--- src/design/bam_pkg.sv ---
package bam_pkg;

  localparam int FUNC_W = 3;
  localparam int BLK_W  = 7;
  localparam int LEN_W  = 8;
  localparam int STAT_W = 3;
  localparam int SUM_W  = LEN_W + 1;
  localparam int GRP_SZ = 8;
  localparam int GIDX_W = 3;

  // Function codes
  localparam logic [FUNC_W-1:0] FN_CONTIG = 3'd0;
  localparam logic [FUNC_W-1:0] FN_LINKED = 3'd1;
  localparam logic [FUNC_W-1:0] FN_INDEX  = 3'd2;
  localparam logic [FUNC_W-1:0] FN_DATA   = 3'd3;
  localparam logic [FUNC_W-1:0] FN_CLEAR  = 3'd4;

  // Result status codes
  localparam logic [STAT_W-1:0] ST_PENDING = 3'd0;
  localparam logic [STAT_W-1:0] ST_COMMIT  = 3'd1;
  localparam logic [STAT_W-1:0] ST_RANGE   = 3'd2;
  localparam logic [STAT_W-1:0] ST_USED    = 3'd3;
  localparam logic [STAT_W-1:0] ST_EQIDX   = 3'd4;
  localparam logic [STAT_W-1:0] ST_IGNORED = 3'd5;
  localparam logic [STAT_W-1:0] ST_CLEARED = 3'd6;

  typedef enum logic [1:0] {
    TX_IDLE,
    TX_LINKED,
    TX_INDEXED,
    TX_FAILED
  } txn_state_t;

  typedef enum logic {
    CS_IDLE,
    CS_EXEC
  } ctl_state_t;

  typedef struct packed {
    logic latch;  // capture the incoming item and its range search
    logic exec;   // apply the item to the maps and load the result
  } ctl_cmd_t;

  typedef struct packed {
    logic out_free;  // result register empty or being drained
  } dp_stat_t;

endpackage

--- src/design/bam_ctrl.sv ---
module bam_ctrl (
  input  logic              clk,
  input  logic              rst_n,
  input  logic              in_valid,
  output logic              in_ready,
  input  bam_pkg::dp_stat_t stat,
  output bam_pkg::ctl_cmd_t cmd
);
  import bam_pkg::*;

  ctl_state_t state_r, state_nxt;

  always_ff @(posedge clk) begin
    if (!rst_n) begin
      state_r <= CS_IDLE;
    end else begin
      state_r <= state_nxt;
    end
  end

  always_comb begin
    state_nxt = state_r;
    in_ready  = 1'b0;
    cmd       = '0;
    case (state_r)
      CS_IDLE: begin
        in_ready = 1'b1;
        if (in_valid) begin
          cmd.latch = 1'b1;
          state_nxt = CS_EXEC;
        end
      end
      CS_EXEC: begin
        // hold until the result register can take the item's result
        if (stat.out_free) begin
          cmd.exec  = 1'b1;
          state_nxt = CS_IDLE;
        end
      end
      default: begin
        state_nxt = CS_IDLE;
      end
    endcase
  end

endmodule

--- src/design/bam_datapath.sv ---
module bam_datapath #(
  parameter int NUM_BLOCKS = 128
) (
  input  logic                        clk,
  input  logic                        rst_n,
  input  bam_pkg::ctl_cmd_t           cmd,
  output bam_pkg::dp_stat_t           stat,
  input  logic [bam_pkg::FUNC_W-1:0]  in_func,
  input  logic [bam_pkg::BLK_W-1:0]   in_block,
  input  logic [bam_pkg::LEN_W-1:0]   in_length,
  input  logic                        in_last,
  output logic                        out_valid,
  input  logic                        out_ready,
  output logic [bam_pkg::STAT_W-1:0]  out_status,
  output logic [bam_pkg::BLK_W-1:0]   out_fault_block
);
  import bam_pkg::*;

  localparam int IDX_W = (NUM_BLOCKS > 1) ? $clog2(NUM_BLOCKS) : 1;
  localparam int NGRP  = (NUM_BLOCKS + GRP_SZ - 1) / GRP_SZ;
  localparam int PAD_W = NGRP * GRP_SZ;
  localparam logic [SUM_W-1:0] NB_S = SUM_W'(NUM_BLOCKS);

  // Item registers
  logic [FUNC_W-1:0]     func_r;
  logic [BLK_W-1:0]      blk_r;
  logic [LEN_W-1:0]      len_r;
  logic                  last_r;
  logic [NUM_BLOCKS-1:0] mask_r, mask_nxt;
  logic [NGRP-1:0]       grp_any_r, grp_any_nxt;
  logic [GIDX_W-1:0]     grp_idx_r [NGRP];
  logic [GIDX_W-1:0]     grp_idx_nxt [NGRP];

  // Map state
  logic [NUM_BLOCKS-1:0] used_r, used_nxt;
  logic [NUM_BLOCKS-1:0] pend_r, pend_nxt;
  logic [BLK_W-1:0]      idx_r, idx_nxt;
  txn_state_t            txn_r, txn_nxt;

  // Result register
  logic                  out_valid_r;
  logic [STAT_W-1:0]     status_r, status_nxt;
  logic [BLK_W-1:0]      fault_r, fault_nxt;

  logic [SUM_W-1:0]      end_s;
  logic [PAD_W-1:0]      hits_pad;

  // Range mask and grouped first-hit search on the incoming item
  always_comb begin
    end_s = SUM_W'(in_block) + SUM_W'(in_length);
    for (int i = 0; i < NUM_BLOCKS; i++) begin
      mask_nxt[i] = (SUM_W'(i) >= SUM_W'(in_block)) && (SUM_W'(i) < end_s);
    end
    hits_pad = PAD_W'(used_r & mask_nxt);
    for (int g = 0; g < NGRP; g++) begin
      grp_any_nxt[g] = |hits_pad[g*GRP_SZ +: GRP_SZ];
      grp_idx_nxt[g] = '0;
      for (int j = GRP_SZ - 1; j >= 0; j--) begin
        if (hits_pad[g*GRP_SZ + j]) begin
          grp_idx_nxt[g] = GIDX_W'(j);
        end
      end
    end
  end

  always_ff @(posedge clk) begin
    if (cmd.latch) begin
      func_r    <= in_func;
      blk_r     <= in_block;
      len_r     <= in_length;
      last_r    <= in_last;
      mask_r    <= mask_nxt;
      grp_any_r <= grp_any_nxt;
      for (int g = 0; g < NGRP; g++) begin
        grp_idx_r[g] <= grp_idx_nxt[g];
      end
    end
    if (cmd.exec) begin
      status_r <= status_nxt;
      fault_r  <= fault_nxt;
    end
  end

  // Apply the latched item
  always_comb begin
    logic             blk_bad;
    logic             range_bad;
    logic [IDX_W-1:0] bix;
    logic [BLK_W-1:0] first;
    logic             fail;
    logic [STAT_W-1:0] fcode;
    txn_state_t       open_st;

    used_nxt   = used_r;
    pend_nxt   = pend_r;
    idx_nxt    = idx_r;
    txn_nxt    = txn_r;
    status_nxt = ST_IGNORED;
    fault_nxt  = blk_r;
    fail       = 1'b0;
    fcode      = ST_RANGE;
    open_st    = (func_r == FN_LINKED) ? TX_LINKED : TX_INDEXED;
    bix        = blk_r[IDX_W-1:0];
    blk_bad    = SUM_W'(blk_r) >= NB_S;
    range_bad  = blk_bad || ((SUM_W'(blk_r) + SUM_W'(len_r)) > NB_S);

    first = '0;
    for (int g = NGRP - 1; g >= 0; g--) begin
      if (grp_any_r[g]) begin
        first = BLK_W'(g * GRP_SZ) + BLK_W'(grp_idx_r[g]);
      end
    end

    case (func_r)
      FN_CONTIG: begin
        pend_nxt = '0;
        txn_nxt  = TX_IDLE;
        if (range_bad) begin
          status_nxt = ST_RANGE;
        end else if (|grp_any_r) begin
          status_nxt = ST_USED;
          fault_nxt  = first;
        end else begin
          status_nxt = ST_COMMIT;
          used_nxt   = used_r | mask_r;
        end
      end
      FN_CLEAR: begin
        pend_nxt   = '0;
        txn_nxt    = TX_IDLE;
        used_nxt   = '0;
        idx_nxt    = '0;
        status_nxt = ST_CLEARED;
      end
      FN_LINKED, FN_INDEX, FN_DATA: begin
        if (txn_r == TX_FAILED) begin
          if (last_r) begin
            txn_nxt = TX_IDLE;
          end
        end else if (func_r == FN_DATA && txn_r != TX_INDEXED) begin
          status_nxt = ST_IGNORED;
        end else begin
          // a new list drops whatever transaction was open
          if (func_r == FN_INDEX || (func_r == FN_LINKED && txn_r != TX_LINKED)) begin
            pend_nxt = '0;
            txn_nxt  = TX_IDLE;
          end
          if (blk_bad) begin
            fail  = 1'b1;
            fcode = ST_RANGE;
          end else if (used_r[bix]) begin
            fail  = 1'b1;
            fcode = ST_USED;
          end else if (func_r == FN_DATA && blk_r == idx_r) begin
            fail  = 1'b1;
            fcode = ST_EQIDX;
          end
          if (fail) begin
            status_nxt = fcode;
            if (last_r) begin
              pend_nxt = '0;
              txn_nxt  = TX_IDLE;
            end else begin
              txn_nxt = TX_FAILED;
            end
          end else begin
            if (func_r == FN_INDEX) begin
              idx_nxt = blk_r;
            end
            pend_nxt[bix] = 1'b1;
            if (last_r) begin
              used_nxt   = used_r | pend_nxt;
              pend_nxt   = '0;
              txn_nxt    = TX_IDLE;
              status_nxt = ST_COMMIT;
            end else begin
              txn_nxt    = open_st;
              status_nxt = ST_PENDING;
            end
          end
        end
      end
      default: begin
        status_nxt = ST_IGNORED;
      end
    endcase
  end

  always_ff @(posedge clk) begin
    if (!rst_n) begin
      used_r      <= '0;
      pend_r      <= '0;
      idx_r       <= '0;
      txn_r       <= TX_IDLE;
      out_valid_r <= 1'b0;
    end else begin
      if (cmd.exec) begin
        used_r <= used_nxt;
        pend_r <= pend_nxt;
        idx_r  <= idx_nxt;
        txn_r  <= txn_nxt;
      end
      if (cmd.exec) begin
        out_valid_r <= 1'b1;
      end else if (out_ready) begin
        out_valid_r <= 1'b0;
      end
    end
  end

  assign stat.out_free   = !out_valid_r || out_ready;
  assign out_valid       = out_valid_r;
  assign out_status      = status_r;
  assign out_fault_block = fault_r;

endmodule

--- src/design/block_allocation_bitmap.sv ---
// Block allocation bitmap: a used bit per storage block, with all-or-nothing
// contiguous, linked and indexed allocation transactions and a clear command.
// Input channel (in_valid/in_ready): one item per request carrying in_func,
// in_block, in_length and in_last. Result channel (out_valid/out_ready):
// exactly one result item per input item, out_status and out_fault_block.
// Timing: an accepted item has its range mask and grouped used-bit search
// captured in the item registers; the maps update and the result register
// loads in the later commit step, which waits while the output register
// still holds an untaken result. One item is in flight at a time, set by
// the search-then-commit sequence over the map.
// When the receiver stalls, the result holds in the output register; the
// block still takes the next item and searches it, then waits before the
// commit until that result has been taken.
// Reset (rst_n low, synchronous): every block free, no pending blocks,
// index block zero, no open transaction, no result waiting.
module block_allocation_bitmap #(
  parameter int NUM_BLOCKS = 128
) (
  input  logic                        clk,
  input  logic                        rst_n,
  input  logic                        in_valid,
  output logic                        in_ready,
  input  logic [bam_pkg::FUNC_W-1:0]  in_func,
  input  logic [bam_pkg::BLK_W-1:0]   in_block,
  input  logic [bam_pkg::LEN_W-1:0]   in_length,
  input  logic                        in_last,
  output logic                        out_valid,
  input  logic                        out_ready,
  output logic [bam_pkg::STAT_W-1:0]  out_status,
  output logic [bam_pkg::BLK_W-1:0]   out_fault_block
);
  import bam_pkg::*;

  ctl_cmd_t cmd;
  dp_stat_t stat;

  // Sequence accept, then commit
  bam_ctrl u_ctrl (
    .clk      (clk),
    .rst_n    (rst_n),
    .in_valid (in_valid),
    .in_ready (in_ready),
    .stat     (stat),
    .cmd      (cmd)
  );

  // Maps, transaction tracking and the result register
  bam_datapath #(
    .NUM_BLOCKS (NUM_BLOCKS)
  ) u_dp (
    .clk             (clk),
    .rst_n           (rst_n),
    .cmd             (cmd),
    .stat            (stat),
    .in_func         (in_func),
    .in_block        (in_block),
    .in_length       (in_length),
    .in_last         (in_last),
    .out_valid       (out_valid),
    .out_ready       (out_ready),
    .out_status      (out_status),
    .out_fault_block (out_fault_block)
  );

endmodule

--- config.mk ---
export PLATFORM = sky130hd
export DESIGN_NAME = block_allocation_bitmap
export DESIGN_NICKNAME = d
export VERILOG_FILES = /design/src/design/bam_pkg.sv /design/src/design/bam_ctrl.sv /design/src/design/bam_datapath.sv /design/src/design/block_allocation_bitmap.sv
export SDC_FILE = /design/constraint.sdc
export NUM_CORES = 1
export LEC_CHECK = 0
export ABC_AREA = 1
export ABC_CLOCK_PERIOD_IN_PS = 27300
export BUFFER_PORTS_ARGS = -buffer_cell sky130_fd_sc_hd__buf_2
export CAP_MARGIN = 20
export CORE_MARGIN = 5
export CORE_UTILIZATION = 60
export DETAILED_ROUTE_END_ITERATION = 10
export PLACE_DENSITY = 0.82
export SYNTH_ARGS = -nofsm -noshare
export SYNTH_HDL_FRONTEND = slang
export SYNTH_HIERARCHICAL = 1
export SYNTH_SLANG_ARGS = --single-unit
--- constraint.sdc ---
create_clock -name clk -period 27.3 [get_ports clk]
set_input_delay 0 -clock clk [delete_from_list [all_inputs] [get_ports clk]]
set_output_delay 0 -clock clk [all_outputs]
set_load 0.02 [all_outputs]
# Yosys cells after proc, flatten, opt, wreduce, memory -nomap -nowiden
# Memory sizes are Yosys's and may differ from the RTL's.
# Cells that the tools add are included.
dict set report classes {
  order_cmp 258
  eq_ne 17
  bitwise 5
  add_sub_neg 17
  mux 206
  reduce_logical 162
}
# op count
set op_table {}
lappend op_table {{$mux 128} 15}
lappend op_table {{$lt 7x9->1 const A} 64}
lappend op_table {{$ge 7x7->1 const A} 63}
lappend op_table {{$mux 3} 134}
lappend op_table {{$or 128x128->128} 3}
lappend op_table {{$pmux 128 s3} 1}
lappend op_table {{$lt 6x9->1 const A} 32}
lappend op_table {{$pmux 128 s2} 1}
lappend op_table {{$ge 6x7->1 const A} 32}
lappend op_table {{$mux 7} 23}
lappend op_table {{$lt 5x9->1 const A} 16}
lappend op_table {{$logic_and 1x1->1} 131}
lappend op_table {{$and 128x128->128} 1}
lappend op_table {{$reduce_or 8->1} 16}
lappend op_table {{$ge 5x7->1 const A} 16}
lappend op_table {{$lt 4x9->1 const A} 8}
lappend op_table {{$ge 4x7->1 const A} 8}
lappend op_table {{$lt 3x9->1 const A} 4}
lappend op_table {{$add 6x3->7 const A} 4}
lappend op_table {{$add 7x3->7 const A} 4}
lappend op_table {{$ge 3x7->1 const A} 4}
lappend op_table {{$add 7x8->9} 2}
lappend op_table {{$lt 1x9->1 const A} 2}
lappend op_table {{$lt 2x9->1 const A} 2}
lappend op_table {{38 further kinds} 79}
dict set report totals {
  ram_bits 48
  output_inout_bits 12
  n_memories 1
  in_bits 23
  wordCells 680
  regBits 440
}
# name depth width rd rd_clocked_by_memory_dff write_ports line_no
set memory_table {}
lappend memory_table {u_dp.grp_idx_r 16 3 16 0 16 bam_datapath.sv:31} ;# logic [GIDX_W-1:0] grp_idx_r [NGRP];

# Longest topological paths before layout
# An unclocked memory read counts as a cell.
dict set report depth {
  ltp_word 21
  depth_mapped 23
  depth_no_buf 21
}

# Hierarchy
# Netlist, hierarchy kept.
# mod cells_per_inst instances area_per_inst_um2 seq_area_each_um2
set by_module_without_submodules {}
lappend by_module_without_submodules {bam_datapath 3852 1 26608.0 11961.5}
lappend by_module_without_submodules {bam_ctrl 9 1 50.0 20.0}

# Worst setup path after synthesis
# OpenSTA, ideal clock, no wires.
dict set report synth_path {
  path_type {reg-to-reg}
  start {reg u_ctrl.state_r}
  end {reg u_dp.blk_r[0] (enable)}
  arrival_time_ns 9.084
  setup_time_ns 0.792
  period_less_slack_ns 9.876
  setup_slack_ns 17.424
  path_stages_with_launch 2
  cell_sequence {dfxtp_1 > nor2_1}
}
# item line_no
set synth_rtl {}
lappend synth_rtl {{start, declared} bam_ctrl.sv:11} ;# ctl_state_t state_r, state_nxt;
lappend synth_rtl {{start signal, assigned} bam_ctrl.sv:17} ;# state_r <= state_nxt;
lappend synth_rtl {{end signal, assigned} bam_datapath.sv:69} ;# blk_r <= in_block;
lappend synth_rtl {{end, declared} bam_datapath.sv:26} ;# logic [BLK_W-1:0] blk_r;

# Worst setup path in the final report
dict set report layout_path {
  start {reg u_dp.blk_r[1]}
  end {reg u_dp.used_r[75]}
}
dict set report layout_between {
  elab_chain_cells 11
}
# item line_no
set layout_rtl {}
lappend layout_rtl {{$lt 7x8->1 (implied by the code) / $ge 7x1->1 (equally long branches)} bam_datapath.sv:170} ;# pend_nxt[bix] = 1'b1;
lappend layout_rtl {{$logic_and 1x1->1 (implied by the code)} bam_datapath.sv:170}
lappend layout_rtl {{$mux 1 (implied by the code)} bam_datapath.sv:170}
lappend layout_rtl {{$demux 1 s7} -}
lappend layout_rtl {{$or 128x128->128 (no line)} -}
lappend layout_rtl {{$or 128x128->128} bam_datapath.sv:172} ;# used_nxt = used_r | pend_nxt;
lappend layout_rtl {{$mux 128} bam_datapath.sv:171} ;# if (last_r) begin
lappend layout_rtl {{$mux 128} bam_datapath.sv:158} ;# if (fail) begin
lappend layout_rtl {{$mux 128} bam_datapath.sv:140} ;# end else if (func_r == FN_DATA && txn_r != TX_INDEXED) begin
lappend layout_rtl {{$mux 128} bam_datapath.sv:136} ;# if (txn_r == TX_FAILED) begin
lappend layout_rtl {{$pmux 128 s3} bam_datapath.sv:114} ;# case (func_r)
lappend layout_rtl {{end signal, assigned} bam_datapath.sv:198} ;# used_r <= used_nxt;
lappend layout_rtl {{end, declared} bam_datapath.sv:35} ;# logic [NUM_BLOCKS-1:0] used_r, used_nxt;
# Several ways; a longest one is shown, not always the timed one. The select of a mux whose other input is x is not followed.
# A chain may end at the register's enable or synchronous reset.

==> results.sh <==
export IMPL_status="finished clean"
export IMPL_syn_area_um2=26660
export IMPL_final_hold_violation_count=0
export IMPL_cts_tree="built"
export IMPL_areaGrowthSynthToFinish_pct=8.692
export IMPL_cts_sinks=488
export IMPL_path_max_fanout=73
export IMPL_first_global_vias=23807
export IMPL_initial_core_util_pct=60.42
export IMPL_clock_skew_ns=0.01603
export IMPL_syn_num_nets=3900
export IMPL_min_period_ns=6.170
export IMPL_numCtsBuffers=51
export IMPL_worstReg2RegStart="u_dp/blk_r[1]$_DFFE_PP_"
export IMPL_ys_warn_count=6
export IMPL_grt_setup_unrepaired="no"
export IMPL_core_area_um2=44120
export IMPL_hold_class="input port to flip-flop"
export IMPL_ir_drop_mv=0.06461
export IMPL_route_detailed_drc=0
export IMPL_port_buffers=34
export IMPL_tightest_slew_ns=1.211
export IMPL_p_per_area_nw_per_um2=63.13
export IMPL_place_ws_ns=21.42
export IMPL_grt_ovfl_total=0
export IMPL_routabilityCongestion=1.154
export IMPL_cp_end_kind="flip-flop"
export IMPL_dieArea_um2=48750
export IMPL_cp_data_arrival_time_ns=6.59
export IMPL_clockBufferDepth=3
export IMPL_cp_start_kind="flip-flop"
export IMPL_whs_endpoint="u_dp/func_r[0]$_DFFE_PP_"
export IMPL_ctsHtreeMaxLevel=2
export IMPL_fillerInstances=3970
export IMPL_r2r_cells=19
export IMPL_slew_headroom_pct=18.80
export IMPL_synth_area_leaders="edfxtp_1, dfxtp_1, nand2_1"
export IMPL_critPathKind="flip-flop to flip-flop"
export IMPL_netlist_area_leader_share_pct=24.89
export IMPL_drt_iter0_markers=4035
export IMPL_async_reset_ff_share_pct=0
export IMPL_grt_pass1_wl_um=140100
export IMPL_cts_resized=0
export IMPL_drtPass1Iterations=10
export IMPL_synth_area_per_cell_um2=6.904
export IMPL_yosysSeqAreaShare_pct=44.95
export IMPL_insertion_delay_ns=0.59
export IMPL_tns_ns=0
export IMPL_routed_wl_um=93050
export IMPL_min_from="in_func[0]"
export IMPL_dp_hpwl_um=63320
export IMPL_cts_root_buf="clkbuf_16"
export IMPL_worstPathRequired_ns=27.72
export IMPL_grt_max_degree=169
export IMPL_utilization_pct=65.67
export IMPL_syn_inst=3861
export IMPL_max_cap_violations=0
export IMPL_hold_path_cell_count=2
export IMPL_drive_gt1_share_pct=4.684
export IMPL_r2r_end="u_dp/used_r[75]$_SDFFE_PN0P_"
export IMPL_die_w_um=220.8
export IMPL_ant_nets=0
export IMPL_fin_nets=3861
export IMPL_clk_pin_slew_ns=0.06
export IMPL_regArea_um2=11980
export IMPL_multi_input_area_um2=12950
export IMPL_synth_seq_cells=488
export IMPL_setup_viol=0
export IMPL_synth_top_cell_by_area="edfxtp_1"
export IMPL_antenna_cells=0
export IMPL_wire_per_inst_um=20.88
export IMPL_num_rows=77
export IMPL_maxSlewViolCount=0
export IMPL_finalPower_mw=1.829
export IMPL_post_route_period_util_pct=22.60
export IMPL_antenna_found_initial=0
export IMPL_viasPerCell=6.042
export IMPL_yosysUniqueCellTypes=47
export IMPL_synth_ff_type="dfxtp_1"
export IMPL_die_height_um=220.8
export IMPL_synth_edf_count=221
export IMPL_grt_total_usage_pct=37.42
export IMPL_p_leak_nw=11.93
export IMPL_vias=26921
export IMPL_r2r_slack_ns=21.13
export IMPL_finalWorstSetupSlack_ns=21.13
export IMPL_fmax_ghz=0.1621
export IMPL_ios=35
sequential cells by signal, indices dropped and copies added (netlist names):
name and count:
u_dp/txn_r 2, u_dp/used_r 128, u_dp/last_r 1, u_dp/idx_r 7
u_dp/blk_r 7, u_dp/grp_any_r 16, u_dp/grp_idx_r 48, u_dp/mask_r 128
u_dp/out_valid 1, u_dp/func_r 3, u_dp/len_r 8, u_dp/out_status 3
u_dp/out_fault_block 7, u_ctrl/state_r 1, u_dp/pend_r 128
critical path: stages (launching register included):
cell	delay [ns]
edfxtp_1	0.32
buf_4	0.48
clkinv_1	0.13
buf_4	0.34
nand2_1	0.15
nand2_1	0.06
nand2_1	0.07
nand2_1	0.12
nand2_1	0.09
nand2_1	0.06
nor2_1	0.12
nor2_1	0.06
nor2_1	0.34
nand3_4	0.67
nand2_1	0.38
nand4_4	0.63
o21bai_4	0.33
buf_4	0.55
buf_4	0.77
nor2_1	0.16
cell families after synthesis:
| family | count (synthesis) | share of synthesized area [%] |
|---|---|---|
| and+or+nand+nor | 2219 | 33.08 |
| AOI/OAI and AO/OA | 694 | 13.99 |
| DFF | 488 | 44.95 |
| buffers and inverters | 433 | 6.815 |
| adders and majority gates | 16 | 0.8073 |
| xor gates and xnor gates | 11 | 0.3614 |
layer usage:
metal	routed length, um	GRT usage, %
met4	4993	17.14
met3	12160	9.139
met1	36350	51.80
met2	39540	55.86
met5	0	0
cell type report:
cell class                 count  area share, %
clock inverter                16         0.3152
sequential                   488          41.35
multi-input combinational   2940          44.70
inverter                     249          3.252
tap                          592          2.556
timing repair buffer          92          2.388
clock buffer                  79          5.441
worst max-delay path by stage:
stage                         startpoint                       endpoint  slack (ns)  depth (start not counted)
6_report         u_dp/blk_r[1]$_DFFE_PP_   u_dp/used_r[75]$_SDFFE_PN0P_       21.13                         19
3_3_place_gp     u_dp/blk_r[0]$_DFFE_PP_  u_dp/used_r[105]$_SDFFE_PN0P_       21.55                         19
4_1_cts          u_dp/blk_r[1]$_DFFE_PP_   u_dp/used_r[75]$_SDFFE_PN0P_       21.33                         19
5_1_grt          u_dp/blk_r[1]$_DFFE_PP_   u_dp/used_r[75]$_SDFFE_PN0P_       20.82                         19
3_5_place_dp     u_dp/blk_r[0]$_DFFE_PP_   u_dp/used_r[86]$_SDFFE_PN0P_       21.42                         19
2_1_floorplan  u_ctrl/state_r$_SDFF_PN0_        u_dp/blk_r[0]$_DFFE_PP_       17.42                          1
synthesized netlist by cell type, drive strengths merged, types with 4 or more instances:
| library cell | number |
|---|---|
| clkinv | 5 |
| a221oi | 8 |
| nand2 | 1307 |
| ha | 14 |
| nor3 | 43 |
| inv | 244 |
| clkbuf | 133 |
| xor2 | 7 |
| buf | 51 |
| a21boi | 20 |
| a211oi | 5 |
| nor2 | 624 |
| nor3b | 4 |
| o21a | 11 |
| and3 | 12 |
| nand3 | 188 |
| dfxtp | 267 |
| o221ai | 6 |
| o2111ai | 5 |
| o211ai | 18 |
| xnor2 | 4 |
| nand4 | 36 |
| o21ai | 373 |
| a31oi | 8 |
| a21oi | 226 |
| edfxtp | 221 |
layout by cell type, fill, tap and decap left out, types with 12 or more instances in the layout:
| master | count |
|---|---|
| a21boi_0 | 13 |
| clkbuf_1 | 13 |
| and3_1 | 12 |
| buf_2 | 34 |
| nand2_1 | 1303 |
| ha_1 | 14 |
| o21ai_0 | 366 |
| nor3_1 | 34 |
| inv_1 | 238 |
| buf_4 | 32 |
| nand3_1 | 185 |
| a21oi_1 | 226 |
| o211ai_1 | 18 |
| clkbuf_16 | 55 |
| nor2_1 | 616 |
| nand4_1 | 35 |
| edfxtp_1 | 221 |
| dlygate4sd3_1 | 23 |
| dfxtp_1 | 267 |
stage by stage:
step / std cells / instance area [um^2] / hold WS (ns)
after floorplan: 3861 / 26660 / 0.09887
after global placement: 4337 / 27070 / 0.1796
after detailed placement: 4337 / 27070 / 0.1886
after CTS: 4455 / 28960 / 0.09954
after global routing: 4456 / 28980 / 0.1218
final: 4456 / 28980 / 0.1190
repair_timing:
action / in CTS / in global routing
hold buffers: 23 / 0
endpoints found under the hold margin: 31 / 0
setup buffers: 0 / 0
power breakdown:
part           total (mW)  switching, mW  internal (mW)
combinational       0.307          0.238         0.0695
sequential          0.834         0.0204          0.814
clock               0.687          0.290          0.398
No activity file was read; power rests on OpenSTA's default activity.
